**src/sv/fit_pkg.sv**
```systemverilog
// Shared types and constants for the face identifier table.
`timescale 1ns / 1ps

package fit_pkg;

   localparam int DEF_ENTRIES = 8;
   localparam int DEF_ID_BITS = 8;

   // Widest values the parameters allow; the packet and write bus carry these.
   localparam int ID_MAX_W   = 16;
   localparam int SLOT_MAX_W = 6;

   localparam int FACE_ID_W = 8;
   localparam int TYPE_W    = 4;
   localparam int CMD_W     = 2;
   localparam int STATUS_W  = 3;
   localparam int SLOT_W    = 3;
   localparam int OCC_W     = 4;

   typedef enum logic [CMD_W-1:0] {
      CMD_FIND   = 2'd0,
      CMD_ADD    = 2'd1,
      CMD_REMOVE = 2'd2
   } cmd_type;

   typedef enum logic [STATUS_W-1:0] {
      ST_OK      = 3'd0,
      ST_DUP     = 3'd1,
      ST_FULL    = 3'd2,
      ST_MISS    = 3'd3,
      ST_INVALID = 3'd4
   } status_type;

   // Item travelling down the row of cells, collecting the lookup results.
   typedef struct packed {
      logic                  valid;
      cmd_type               cmd;
      logic [ID_MAX_W-1:0]   id;
      logic [TYPE_W-1:0]     face_type;
      logic                  hit;
      logic [SLOT_MAX_W-1:0] hit_slot;
      logic [TYPE_W-1:0]     hit_type;
      logic                  free_found;
      logic [SLOT_MAX_W-1:0] free_slot;
   } pkt_type;

   // Broadcast write into one slot of the row.
   typedef struct packed {
      logic                  en;
      logic [SLOT_MAX_W-1:0] slot;
      logic [ID_MAX_W-1:0]   id;
      logic [TYPE_W-1:0]     face_type;
   } wr_type;

endpackage

```
**src/sv/fit_cell.sv**
```systemverilog
// One table slot: stores an entry and checks the passing item against it.
`timescale 1ns / 1ps

module fit_cell #(
   parameter int ID_BITS    = fit_pkg::DEF_ID_BITS,
   parameter int CELL_INDEX = 0
) (
   input  logic             clock,
   input  logic             reset,
   input  logic             advance,
   input  fit_pkg::pkt_type pkt_up,
   output fit_pkg::pkt_type pkt_dn,
   input  fit_pkg::wr_type  wr
);
   import fit_pkg::*;

   logic [ID_BITS-1:0] id_ff, id_in;
   logic [TYPE_W-1:0]  type_ff, type_in;
   pkt_type            pkt_ff, pkt_in;
   logic               mine;

   always_comb begin
      mine    = wr.en && (wr.slot == SLOT_MAX_W'(CELL_INDEX));
      id_in   = mine ? wr.id[ID_BITS-1:0] : id_ff;
      type_in = mine ? wr.face_type : type_ff;
   end

   always_comb begin
      pkt_in = pkt_up;
      if (pkt_up.valid) begin
         if (!pkt_up.hit && (pkt_up.id != '0) && (ID_MAX_W'(id_ff) == pkt_up.id)) begin
            pkt_in.hit      = 1'b1;
            pkt_in.hit_slot = SLOT_MAX_W'(CELL_INDEX);
            pkt_in.hit_type = type_ff;
         end
         if (!pkt_up.free_found && (id_ff == '0)) begin
            pkt_in.free_found = 1'b1;
            pkt_in.free_slot  = SLOT_MAX_W'(CELL_INDEX);
         end
      end
   end

   always_ff @(posedge clock) begin
      if (reset) begin
         id_ff        <= '0;
         type_ff      <= '0;
         pkt_ff.valid <= 1'b0;
      end else begin
         id_ff   <= id_in;
         type_ff <= type_in;
         if (advance) begin
            pkt_ff <= pkt_in;
         end
      end
   end

   assign pkt_dn = pkt_ff;

endmodule

```
**src/sv/face_id_table_unit.sv**
```systemverilog
// Top level of the face identifier table: cell row, commit logic, result register.
`timescale 1ns / 1ps

// Face identifier table. Each request item (find, add or remove one identifier)
// walks down a row of TABLE_ENTRIES cells, one cell per cycle, picking up the
// first matching slot and the lowest free slot; at the end of the row the
// operation commits, with a single write into the chosen cell for a successful
// add or remove, and the result is registered. One item is in the row at a time,
// so the next item is taken only after the current one commits at the end of the
// row. A finished result waits in the output register while the next item walks
// the row; the row stalls at its end only if that result is still untaken. The
// table clears at reset. Identifier zero is invalid for every command; command
// code three behaves as find.
module face_id_table_unit #(
   parameter int TABLE_ENTRIES = fit_pkg::DEF_ENTRIES,
   parameter int ID_BITS       = fit_pkg::DEF_ID_BITS
) (
   input  logic        clock,
   input  logic        reset,
   input  logic        req_tvalid,
   output logic        req_tready,
   input  logic [15:0] req_tdata,   // [7:0] face_id, [11:8] face_type, [15:12] zero
   input  logic [1:0]  req_tuser,   // [1:0] command
   output logic        rsp_tvalid,
   input  logic        rsp_tready,
   output logic [15:0] rsp_tdata    // [2:0] status, [5:3] slot_index, [9:6] found_type,
                                    // [13:10] occupied_count, [15:14] zero
);
   import fit_pkg::*;

   localparam int CNT_W = $clog2(TABLE_ENTRIES + 1);

   pkt_type pkt [TABLE_ENTRIES+1];
   pkt_type last;
   wr_type  cell_wr;
   logic [TABLE_ENTRIES-1:0] valid_vec;

   logic                busy_ff, busy_in;
   logic [CNT_W-1:0]    count_ff, count_in;
   logic                rsp_valid_ff, rsp_valid_in;
   status_type          status_ff, status_in;
   logic [SLOT_W-1:0]   slot_ff, slot_in;
   logic [TYPE_W-1:0]   ftype_ff, ftype_in;
   logic [OCC_W-1:0]    occ_ff, occ_in;

   logic                accept, advance, commit;
   logic [ID_MAX_W-1:0] id_mask;

   assign req_tready = !busy_ff;
   assign accept     = req_tvalid && req_tready;
   assign last       = pkt[TABLE_ENTRIES];
   assign advance    = !(last.valid && rsp_valid_ff && !rsp_tready);
   assign commit     = last.valid && advance;

   // Only the low ID_BITS bits of face_id name an identifier.
   always_comb begin
      for (int b = 0; b < ID_MAX_W; b++) begin
         id_mask[b] = (b < ID_BITS && b < FACE_ID_W) ? req_tdata[b] : 1'b0;
      end
   end

   always_comb begin
      pkt[0]            = '0;
      pkt[0].valid      = accept;
      pkt[0].cmd        = cmd_type'(req_tuser);
      pkt[0].id         = id_mask;
      pkt[0].face_type  = req_tdata[11:8];
   end

   for (genvar i = 0; i < TABLE_ENTRIES; i++) begin : g_cell
      fit_cell #(
         .ID_BITS    (ID_BITS),
         .CELL_INDEX (i)
      ) u_cell (
         .clock   (clock),
         .reset   (reset),
         .advance (advance),
         .pkt_up  (pkt[i]),
         .pkt_dn  (pkt[i+1]),
         .wr      (cell_wr)
      );
      assign valid_vec[i] = pkt[i+1].valid;
   end

   always_comb begin
      cell_wr   = '0;
      status_in = ST_OK;
      slot_in   = '0;
      ftype_in  = '0;
      count_in  = count_ff;
      if (last.id == '0) begin
         status_in = ST_INVALID;
      end else begin
         unique case (last.cmd)
            CMD_ADD: begin
               if (last.hit) begin
                  status_in = ST_DUP;
               end else if (!last.free_found) begin
                  status_in = ST_FULL;
               end else begin
                  cell_wr.en        = commit;
                  cell_wr.slot      = last.free_slot;
                  cell_wr.id        = last.id;
                  cell_wr.face_type = last.face_type;
                  slot_in           = SLOT_W'(last.free_slot);
                  count_in          = count_ff + CNT_W'(1);
               end
            end
            CMD_REMOVE: begin
               if (last.hit) begin
                  cell_wr.en   = commit;
                  cell_wr.slot = last.hit_slot;
                  slot_in      = SLOT_W'(last.hit_slot);
                  count_in     = count_ff - CNT_W'(1);
               end else begin
                  status_in = ST_MISS;
               end
            end
            default: begin
               if (last.hit) begin
                  slot_in  = SLOT_W'(last.hit_slot);
                  ftype_in = last.hit_type;
               end else begin
                  status_in = ST_MISS;
               end
            end
         endcase
      end
      occ_in = OCC_W'(count_in);
   end

   always_comb begin
      busy_in = busy_ff;
      if (accept) begin
         busy_in = 1'b1;
      end else if (commit) begin
         busy_in = 1'b0;
      end
      rsp_valid_in = rsp_valid_ff;
      if (commit) begin
         rsp_valid_in = 1'b1;
      end else if (rsp_tready) begin
         rsp_valid_in = 1'b0;
      end
   end

   always_ff @(posedge clock) begin
      if (reset) begin
         busy_ff      <= 1'b0;
         count_ff     <= '0;
         rsp_valid_ff <= 1'b0;
      end else begin
         busy_ff      <= busy_in;
         rsp_valid_ff <= rsp_valid_in;
         if (commit) begin
            count_ff <= count_in;
         end
      end
   end

   always_ff @(posedge clock) begin
      if (commit) begin
         status_ff <= status_in;
         slot_ff   <= slot_in;
         ftype_ff  <= ftype_in;
         occ_ff    <= occ_in;
      end
   end

   assign rsp_tvalid = rsp_valid_ff;
   assign rsp_tdata  = {2'b00, occ_ff, ftype_ff, slot_ff, status_ff};

   a_single_item: assert property (@(posedge clock) disable iff (reset)
      $countones(valid_vec) <= 1)
      else $error("more than one item in the cell row");

   a_row_busy: assert property (@(posedge clock) disable iff (reset)
      (|valid_vec) |-> busy_ff)
      else $error("item in the cell row while not busy");

   a_count_range: assert property (@(posedge clock) disable iff (reset)
      count_ff <= CNT_W'(TABLE_ENTRIES))
      else $error("occupied count above table size");

   a_write_ok: assert property (@(posedge clock) disable iff (reset)
      cell_wr.en |-> (status_in == ST_OK) && commit)
      else $error("table write without a successful commit");

   a_commit_result: assert property (@(posedge clock) disable iff (reset)
      commit |=> rsp_tvalid && !busy_ff)
      else $error("commit did not post a result");

endmodule

```
**config.mk**
```make
export PLATFORM = sky130hd
export DESIGN_NAME = face_id_table_unit
export DESIGN_NICKNAME = d
export VERILOG_FILES = /design/src/sv/fit_pkg.sv /design/src/sv/fit_cell.sv /design/src/sv/face_id_table_unit.sv
export SDC_FILE = /design/constraint.sdc
export NUM_CORES = 1
export LEC_CHECK = 0
export BUFFER_PORTS_ARGS = -buffer_cell sky130_fd_sc_hd__buf_2
export CAP_MARGIN = 20
export CORE_MARGIN = 2
export CORE_UTILIZATION = 45
export CTS_CLUSTER_DIAMETER = 200
export CTS_CLUSTER_SIZE = 8
export DETAILED_ROUTE_END_ITERATION = 6
export PLACE_DENSITY_LB_ADDON = 0.15
export SYNTH_ARGS = -nofsm -noshare
export SYNTH_HDL_FRONTEND = slang
export SYNTH_SLANG_ARGS = --single-unit
```
**constraint.sdc**
```tcl
create_clock -name clock -period 11.3 [get_ports clock]
set_input_delay 0.565 -clock clock [delete_from_list [all_inputs] [get_ports clock]]
set_output_delay 0.565 -clock clock [all_outputs]
set_load 0.1 [all_outputs]
```
[Word-level counts from Yosys, hierarchy flattened]
Index checks and enable logic that the tools add are counted.
W data, S select, Z words.
Word-level totals
  bits in writable memories: 0
  ROM bits: 0
  register bits after elaboration: 380
  logic and storage cells: 237
  memories kept: 0
  input bits: 22
  latch bits: 0
Cells by class
  equal/unequal tests: 17
  multipliers: 0
  bitwise gates (word level): 3
  magnitude comparators: 0
  $add $sub $neg: 2
  div/mod/pow operators: 0
  reduce and logical (&&, ||, !) cells: 74
  shifts and indexed selects: 0
  multiplexer cells: 46
Operator list (count)
  $reduce_bool A16 Y1: 8
  $mux W18: 7
  $mux W11: 8
  $mux W27: 3
  $eq A8 B8 Y1: 8
  $logic_not A8 Y1: 8
  $mux W7: 9
  $logic_and A1 B1 Y1: 34
  $eq A6 B3 Y1 const B: 4
  $mux W20: 1
  $logic_not A1 Y1: 17
  $logic_not A16 Y1: 1
  $mux W4: 4
  $mux W3: 5
  $pmux W7 S2: 1
  $eq A6 B2 Y1 const B: 2
  $pmux W4 S2: 1
  $eq A6 B1 Y1 const B: 1
  $logic_not A6 Y1: 1
  $mux W2: 3
  $add A4 B1 Y4 const B: 1
  $mux W1: 4
  $reduce_and A2 Y1: 2
  $reduce_bool A2 Y1: 2
  5 further kinds: 7

[Longest topological paths before layout]
Gate-level depths: netlist (run 1).
  word-level depth: 10
  mapped depth: 10
  mapped depth without buffers: 7

[Modules after synthesis]
From an unflattened synthesis (run 1), not the netlist that was laid out.
Unflattened totals
  cell total of the unflattened synthesis: 1165
  area, all modules: 17409.2 um^2
Modules (own cells, without submodules)
  fit_cell (g_cell[1].u_cell ...): cells an instance 127, times used 2, sequential area each 1461.4 um^2, area an instance 2014.4 um^2
  fit_cell (g_cell[5].u_cell ...): cells an instance 127, times used 2, sequential area each 1461.4 um^2, area an instance 1993.2 um^2
  fit_cell (g_cell[0].u_cell): cells an instance 127, times used 1, sequential area each 1461.4 um^2, area an instance 2015.7 um^2
  fit_cell (g_cell[4].u_cell): cells an instance 127, times used 1, sequential area each 1461.4 um^2, area an instance 2013.2 um^2
  fit_cell (g_cell[3].u_cell): cells an instance 127, times used 1, sequential area each 1461.4 um^2, area an instance 2009.4 um^2
  fit_cell (g_cell[7].u_cell): cells an instance 127, times used 1, sequential area each 1461.4 um^2, area an instance 2008.2 um^2
  face_id_table_unit: cells an instance 149, times used 1, sequential area each 540.5 um^2, area an instance 1347.5 um^2

[Worst setup path before layout (run 1)]
OpenSTA, ideal clock, no wires.
  path type: register to register
  start point: register rsp_valid_ff (netlist: rsp_tvalid)
  end point: register g_cell[0].u_cell.pkt_ff, in the netlist g_cell[0].u_cell.pkt_dn[10] (enable)
  stages on the path, launching flop included: 4
  setup slack: 0.010 ns
  arrival time: 10.477 ns
  setup time: 0.813 ns
  buffers on the path: 1
  cells stage by stage: dfxtp_1 > nor2b_1 > clkbuf_1 > a21oi_1
On the way
  cells in the longest elaborated chain, start to end: 4
RTL lines
  start: declaration: RTL line face_id_table_unit.sv:40  | logic rsp_valid_ff, rsp_valid_in;
  start signal: assignment: RTL line face_id_table_unit.sv:154  | rsp_valid_ff <= rsp_valid_in;
  $logic_and A1 B1 Y1 (2 in a row): RTL line face_id_table_unit.sv:52  | assign advance = !(last.valid && rsp_valid_ff && !rsp_tready);
  $not A1 Y1 (no source line)
  $reduce_and A2 Y1 (no source line)
  end signal: assignment: RTL line fit_cell.sv:52  | pkt_ff <= pkt_in;
  end: declaration: RTL line fit_cell.sv:19  | pkt_type pkt_ff, pkt_in;
No other way between the ends.
A chain may end at the register's enable or synchronous reset.

[Worst setup path in the final report (run 1)]
  start point: register g_cell[7].u_cell.pkt_ff, in the netlist g_cell[7].u_cell.pkt_dn[39]
  end point: register g_cell[3].u_cell.type_ff[2]
On the way
  cells in the longest elaborated chain, start to end: 5
RTL lines
  start: declaration: RTL line fit_cell.sv:19
  start signal: assignment: RTL line fit_cell.sv:52
  $eq A2 B2 Y1 or $eq A2 B1 Y1 (tied branches): RTL line face_id_table_unit.sv:94  | unique case (last.cmd)
  $pmux W7 S2: RTL line face_id_table_unit.sv:94
  $mux W27 (*): RTL line face_id_table_unit.sv:91  | if (last.id == '0) begin
  $eq A6 B2 Y1: RTL line fit_cell.sv:23  | mine = wr.en && (wr.slot == SLOT_MAX_W'(CELL_INDEX));
  $logic_and A1 B1 Y1: RTL line fit_cell.sv:23
  end signal: assignment: RTL line fit_cell.sv:50  | type_ff <= type_in;
  end: declaration: RTL line fit_cell.sv:18  | logic [TYPE_W-1:0] type_ff, type_in;
Every way passes the cells marked *; elsewhere a longest branch is shown, timed or not.

==> results.toml, run 1 <==
[outcome]
status = "finished clean"

[power]
total_power_mw = 2.610
p_int_mw = 2.072
power_frac_seq_pct = 50.2
p_sw_share_pct = 20.61
combPwrFrac_pct = 2.9
p_clk_share_pct = 46.8
p_sw_uw = 537.9
power.leakage_nw = 5.360
power_density_nw_per_um2 = 178.9
ir_worst_vdd_uv = 101.0

[grt]
grt_util_all_layers_pct = 17.11
antenna_found_initial = 0
grt_pass1_vias = 7168
grt_pass1_wl_microns = 38730
grt.overflow.total = 0
grt_max_degree = 77

[clock_network]
clock_latency_ns = 0.53
postCtsSetupBuffers = 0
htreeDepth = 2
cts-root-buf = "clkbuf_16"
ctsHoldBuffers = 0
cts_resized = 0
cts_tree = "built"
cts.sinks = 318
clockBufferDepth = 3
cts_buffers = 45
clkTransAtPathRegs_ns = 0.05

[floorplan]
row_count = 61
ios = 40
die_x_microns = 171.9
die_area_sq_um = 29560
die_h_microns = 171.9
coreArea_sq_um = 27780
initial_core_util_pct = 45.69

[placed_design]
place_ws_ns = 7.799
gp_congestion = 0.8500
dpl.hpwl_microns = 15940
port_buffers = 33

[yosys]
yosysMostFrequentCell = "edfxtp_1"
ys_top_cells_by_count = "edfxtp_1 (208), nand2b_1 (135), dfxtp_1 (110)"
synth.top_cell.area_share_pct = 49.21
ys_seq_elements = 318
synth_area_sq_um = 12690
synth_top_cell_by_area = "edfxtp_1"
synthFlopType = "edfxtp_1"
synthArstFlopShare_pct = 0
syn_avg_cell_area_sq_um = 13.66
synth.distinct_cells = 51
synth_edf_count = 208
synth_warnings = 0
synthTopCellsByArea = "edfxtp_1 (49%), dfxtp_1 (17%), mux2i_1 (7.6%)"
synth.yosys.seq_area_share_pct = 66.56
syn_inst = 929

[route]
vias_per_cell = 5.070
drc = 0
drt-initial-drc-count = 409
drtPass1Iterations = 5
detail-route-antenna-nets = 0
wl_met2_microns = 11450
vias = 7098
top_layer_used = "met4"
routedWlPerCell_microns = 17.37
route.met3.wl_microns = 908
wl_met1_microns = 11050
drt_wl_total_microns = 24320

[critical_path]
cp_slowest_cell = "nor2b_1"
timing.critical_path.mode_cell = "nor2b_1"
worstPathRequired_ns = 11.75
path_cells = "inv_1 -> ha_1 -> and3b_1 -> nor2b_1 -> nor2b_1 -> nand2_1 -> mux2i_1"
cp-end-kind = "register"
slowest_delay_ns = 0.63
critPathMaxFanout = 11
cp-start-kind = "register"
path_class = "register to register"
critical_path_arrival_ns = 3.67

[finish]
drive_gt1_share_pct = 12.92
area_growth_pct = 14.94
nets = 1012
fillers = 2430
post-route-util_pct = 52.51
num_antenna_cells = 0

[timing]
fmax_mhz = 310.8
whs_ns = 0.2043
fin_skew_ns = 0.01449
max-slew-margin-rel_pct = 30.57
min_period_ns = 3.218
maxSlewViolCount = 0
tightestPinTransition_ns = 1.039
fin_ws_ns = 8.082
timing.final.crit_share_pct = 28.48
setup_tns_ns = 0
rsz0062_at_grt = "no"
setup_viol_count_final = 0
hold_violations = 0

[job]
maxCapViolCount = 0

[hold_path]
hold_path_class = "primary input to register"
[cells in the final DEF (no fill, tap or decap), drive strengths merged, types with 27 or more instances in the layout]
cell type,Yosys,final
edfxtp,208,208
nand2b,135,135
dfxtp,110,110
mux2i,96,96
clkbuf,21,80
buf,13,43
xnor2,36,36
nand2,32,32
nor4,28,28
mux2,28,28
nor2,27,27
[flip-flops by register name, summed over array words and instances (netlist names)]
signal and cells:
busy_ff 1, count_ff 4, ftype_ff 4, g_cell.u_cell.id_ff 64, g_cell.u_cell.pkt_dn 202, g_cell.u_cell.type_ff 32
occ_ff 4, rsp_tvalid 1, slot_ff 3, status_ff 3
[metrics by stage]
stage	cell area, sq um	instances
2_1_floorplan	12700	930
3_3_place_gp	13270	1316
6_report	14590	1400
5_1_grt	14590	1400
4_1_cts	14570	1399
3_5_place_dp	13270	1316
[critical path: cells and delay by family (launching register included)]
family	cells	cell delay, ns
simple gates	4	2.07
buf+inv	1	0.08
fa+ha+maj	1	0.27
flops	1	0.44
mux	1	0.26
[cells by family after synthesis]
| family | Yosys count | share of synthesized area, % |
|---|---|---|
| other cells | 1 | 0.02955 |
| mux | 124 | 10.06 |
| fa+ha+maj | 4 | 0.3943 |
| xor+xnor | 53 | 3.657 |
| compound gates | 55 | 2.780 |
| flops | 318 | 66.56 |
| buf+inv | 50 | 1.784 |
| simple gates | 324 | 14.74 |
[layout make-up]
cell class                      instances  area, sq um  share of cell area (%)
Inverter                               16        60.06                  0.4117
Tap cell                              378        473.0                   3.242
Multi-Input combinational cell        562         4051                   27.77
Timing Repair Buffer                   43        247.7                   1.698
Clock buffer                           80         1267                   8.688
Sequential cell                       318         8448                   57.91
Clock inverter                          3        41.29                  0.2830
[power groups by stage]
| stage | registers [mW] | logic [mW] | clock network [mW] |
|---|---|---|---|
| floorplan | 1.34 | 0.0581 | 0 |
| global placement | 1.33 | 0.0765 | 0 |
| detailed placement | 1.33 | 0.0770 | 0 |
| CTS | 1.31 | 0.0775 | 1.25 |
| global route | 1.31 | 0.0845 | 1.30 |
| finish | 1.31 | 0.0766 | 1.22 |
[path summary, 6_finish.rpt]
check / start / to / slack [ns] / depth (start not counted)
setup / recovery: g_cell[7].u_cell.pkt_dn[39] / g_cell[3].u_cell.type_ff[2] / 8.08 / 7
hold / removal: req_tuser[0] / g_cell[0].u_cell.pkt_dn[38] / 0.20 / 1
setup reg to reg: g_cell[7].u_cell.pkt_dn[39] / g_cell[3].u_cell.type_ff[2] / 8.08 / 7
hold reg to reg: g_cell[0].u_cell.pkt_dn[21] / g_cell[1].u_cell.pkt_dn[21] / 0.41 / 0
[routing by layer]
layer,global-route usage [%],vias to the layer above
met5,0,-
met4,7.344,0
met3,2.770,60
met2,28.32,147
met1,22.40,3418
li1,-,3473
Power figures use the tool's default switching activity.
==> inputs of run 2 (changes only) <==
- ABC_AREA: not set -> 1
- clock period: 11.3 -> 3.2 ns (I/O delays scaled with it)
==> run 2 against run 1 <==
Against the previous run:
- total power increased to 3.6 times the previous value
- sequential power increased to 3.5 times the previous value
- non-clock buffer count increased by 23
- flip-flop and latch count unchanged
- first-iteration DRC count increased by 99%
- die area increased by 4.7%
- critical path depth increased by 1
==> results.toml, run 2 <==
[grt]
grt.overflow.total = 0
grt_pass1_vias = 9007
grt_util_all_layers_pct = 19.79
antenna_found_initial = 0
grt_max_degree = 103
grt_pass1_wl_microns = 47730

[yosys]
synth_edf_count = 208
synthArstFlopShare_pct = 0
yosysMostFrequentCell = "nand2_1"
syn_avg_cell_area_sq_um = 9.553
syn_inst = 1393
synth.yosys.seq_area_share_pct = 63.48
ys_top_cells_by_count = "nand2_1 (294), nor2_1 (271), edfxtp_1 (208)"
synth_area_sq_um = 13310
ys_seq_elements = 318
synth.top_cell.area_share_pct = 46.93
synthTopCellsByArea = "edfxtp_1 (47%), dfxtp_1 (17%), nand2_1 (8.3%)"
synth_warnings = 0
synthFlopType = "edfxtp_1"
synth_top_cell_by_area = "edfxtp_1"
synth.distinct_cells = 37

[outcome]
status = "finished clean"

[placed_design]
dpl.hpwl_microns = 19600
port_buffers = 33
dp.cells = 1784
gp_congestion = 0.8463
place_ws_ns = 0.7365

[route]
drc = 0
detail-route-antenna-nets = 0
drtPass1Iterations = 5
drt-initial-drc-count = 813
routedWlPerCell_microns = 15.84
drt_wl_total_microns = 29830
vias = 9349
vias_per_cell = 4.965

[finish]
num_antenna_cells = 0
fin_cells = 1883
mostFrequentLayoutCells = "nand2_1 (293), nor2_1 (269), edfxtp_1 (208)"
seq_area_sq_um = 8452
multiInputGateArea_sq_um = 4084
largest_reg_flops = 202
drive_gt1_share_pct = 9.473
area_growth_pct = 15.60
post-route-util_pct = 53.17
final_common_cell = "nand2_1"
fillers = 2557
nets = 1489

[power]
power_density_nw_per_um2 = 611.0
power.leakage_nw = 6.203
total_power_mw = 9.400
ir_worst_vdd_uv = 408.9

[critical_path]
ff2ff_setup_slack_ns = 0.66
path_class = "register to register"
cp-start-kind = "register"
critPathMaxFanout = 12
critical_path_arrival_ns = 3.01
cp-end-kind = "register"
worstPathRequired_ns = 3.67

[timing]
whs_ns = 0.07068
rsz0062_at_grt = "no"
fin_skew_ns = 0.01262
hold_violations = 0
timing.final.crit_share_pct = 79.34
min_period_ns = 2.539
tightestPinTransition_ns = 0.8791
maxSlewViolCount = 0
fmax_mhz = 393.9
fin_ws_ns = 0.6611
max-slew-margin-rel_pct = 41.18
setup_viol_count_final = 0

[floorplan]
die_x_microns = 176.0
coreArea_sq_um = 28940
row_count = 62
die_area_sq_um = 30960
die_h_microns = 176.0
initial_core_util_pct = 45.99
ios = 40

[clock_network]
cts_buffers = 45
cts-root-buf = "clkbuf_16"
clkTransAtPathRegs_ns = 0.05
postCtsSetupBuffers = 0
cts_tree = "built"
htreeDepth = 2
clock_latency_ns = 0.53
clockBufferDepth = 3
cts.sinks = 318

[hold_path]
hold_path_class = "primary input to register"

[job]
maxCapViolCount = 0
-- run 2: changes by cell type in the layout (fill, tap and decap cells not counted), moves of 96 or more --
cell	delta
nand2b_1	-135
inv_1	+124
nand3_1	+129
nand2_1	+261
mux2i_1	-96
nor2_1	+242
-- run 2: what timing repair did --
action	in CTS	in global routing
hold buffers	16	0
resized for setup	0	0
endpoints found under the hold margin	18	0
-- run 2: worst max-delay path: stages (launching register included) --
cell      delay (ns)
edfxtp_1        0.38
inv_1           0.07
ha_1            0.34
nand3_4         0.22
inv_1           0.35
nand3_1         0.63
nand3_1         0.28
nand2_1         0.07
nor2_1          0.11
-- run 2: cell type report --
cell class              count  share of cell area (%)
clock buffers              81                   8.402
clock inverters             2                  0.2359
inverters                 146                   3.562
multi-input cells         886                   26.55
flip-flops and latches    318                   54.94
well taps                 384                   3.123
repair buffers             66                   3.188
-- run 2: through the flow --
step	area, sq um	setup TNS [ns]
after global routing	15380	0
after floorplan	13350	-161.96
after global placement	13890	0
final	15380	0
after detailed placement	13890	0
after CTS	15380	0
-- run 2: kinds of logic (layout without fill, tap and decap cells) --
family,after synthesis,in the layout,synth area share [%]
and+or+nand+nor,778,778,24.97
other,1,2,0.02818
buffers and inverters,190,295,6.055
xor gates and xnor gates,25,25,1.645
AOI/OAI and AO/OA,77,77,3.441
adders and majority gates,4,4,0.3761
DFF,318,318,63.48
-- run 2: path summary, 6_finish.rpt --
path | endpoint | startpoint | cells past startpoint
min | busy_ff | req_tvalid | 3
min reg2reg | g_cell[2].u_cell.pkt_dn[20] | g_cell[1].u_cell.pkt_dn[20] | 0
max reg2reg | g_cell[3].u_cell.type_ff[1] | g_cell[7].u_cell.pkt_dn[39] | 8
max | g_cell[3].u_cell.type_ff[1] | g_cell[7].u_cell.pkt_dn[39] | 8
-- run 2: per-layer routing --
layer | vias up | GRT usage [%] | share of wire [%]
met5 | - | 0 | 0
met4 | 0 | 8.402 | 3.7
met3 | 72 | 3.531 | 5.6
met2 | 255 | 33.38 | 47
met1 | 4294 | 25.21 | 43
li1 | 4728 | - | -
-- run 2: where the power goes --
group	total, mW	leakage (nW)	switching [mW]	internal (mW)
Clock	4.39	0.631	1.68	2.71
Sequential	4.63	2.93	0.0764	4.55
Combinational	0.380	2.64	0.262	0.118
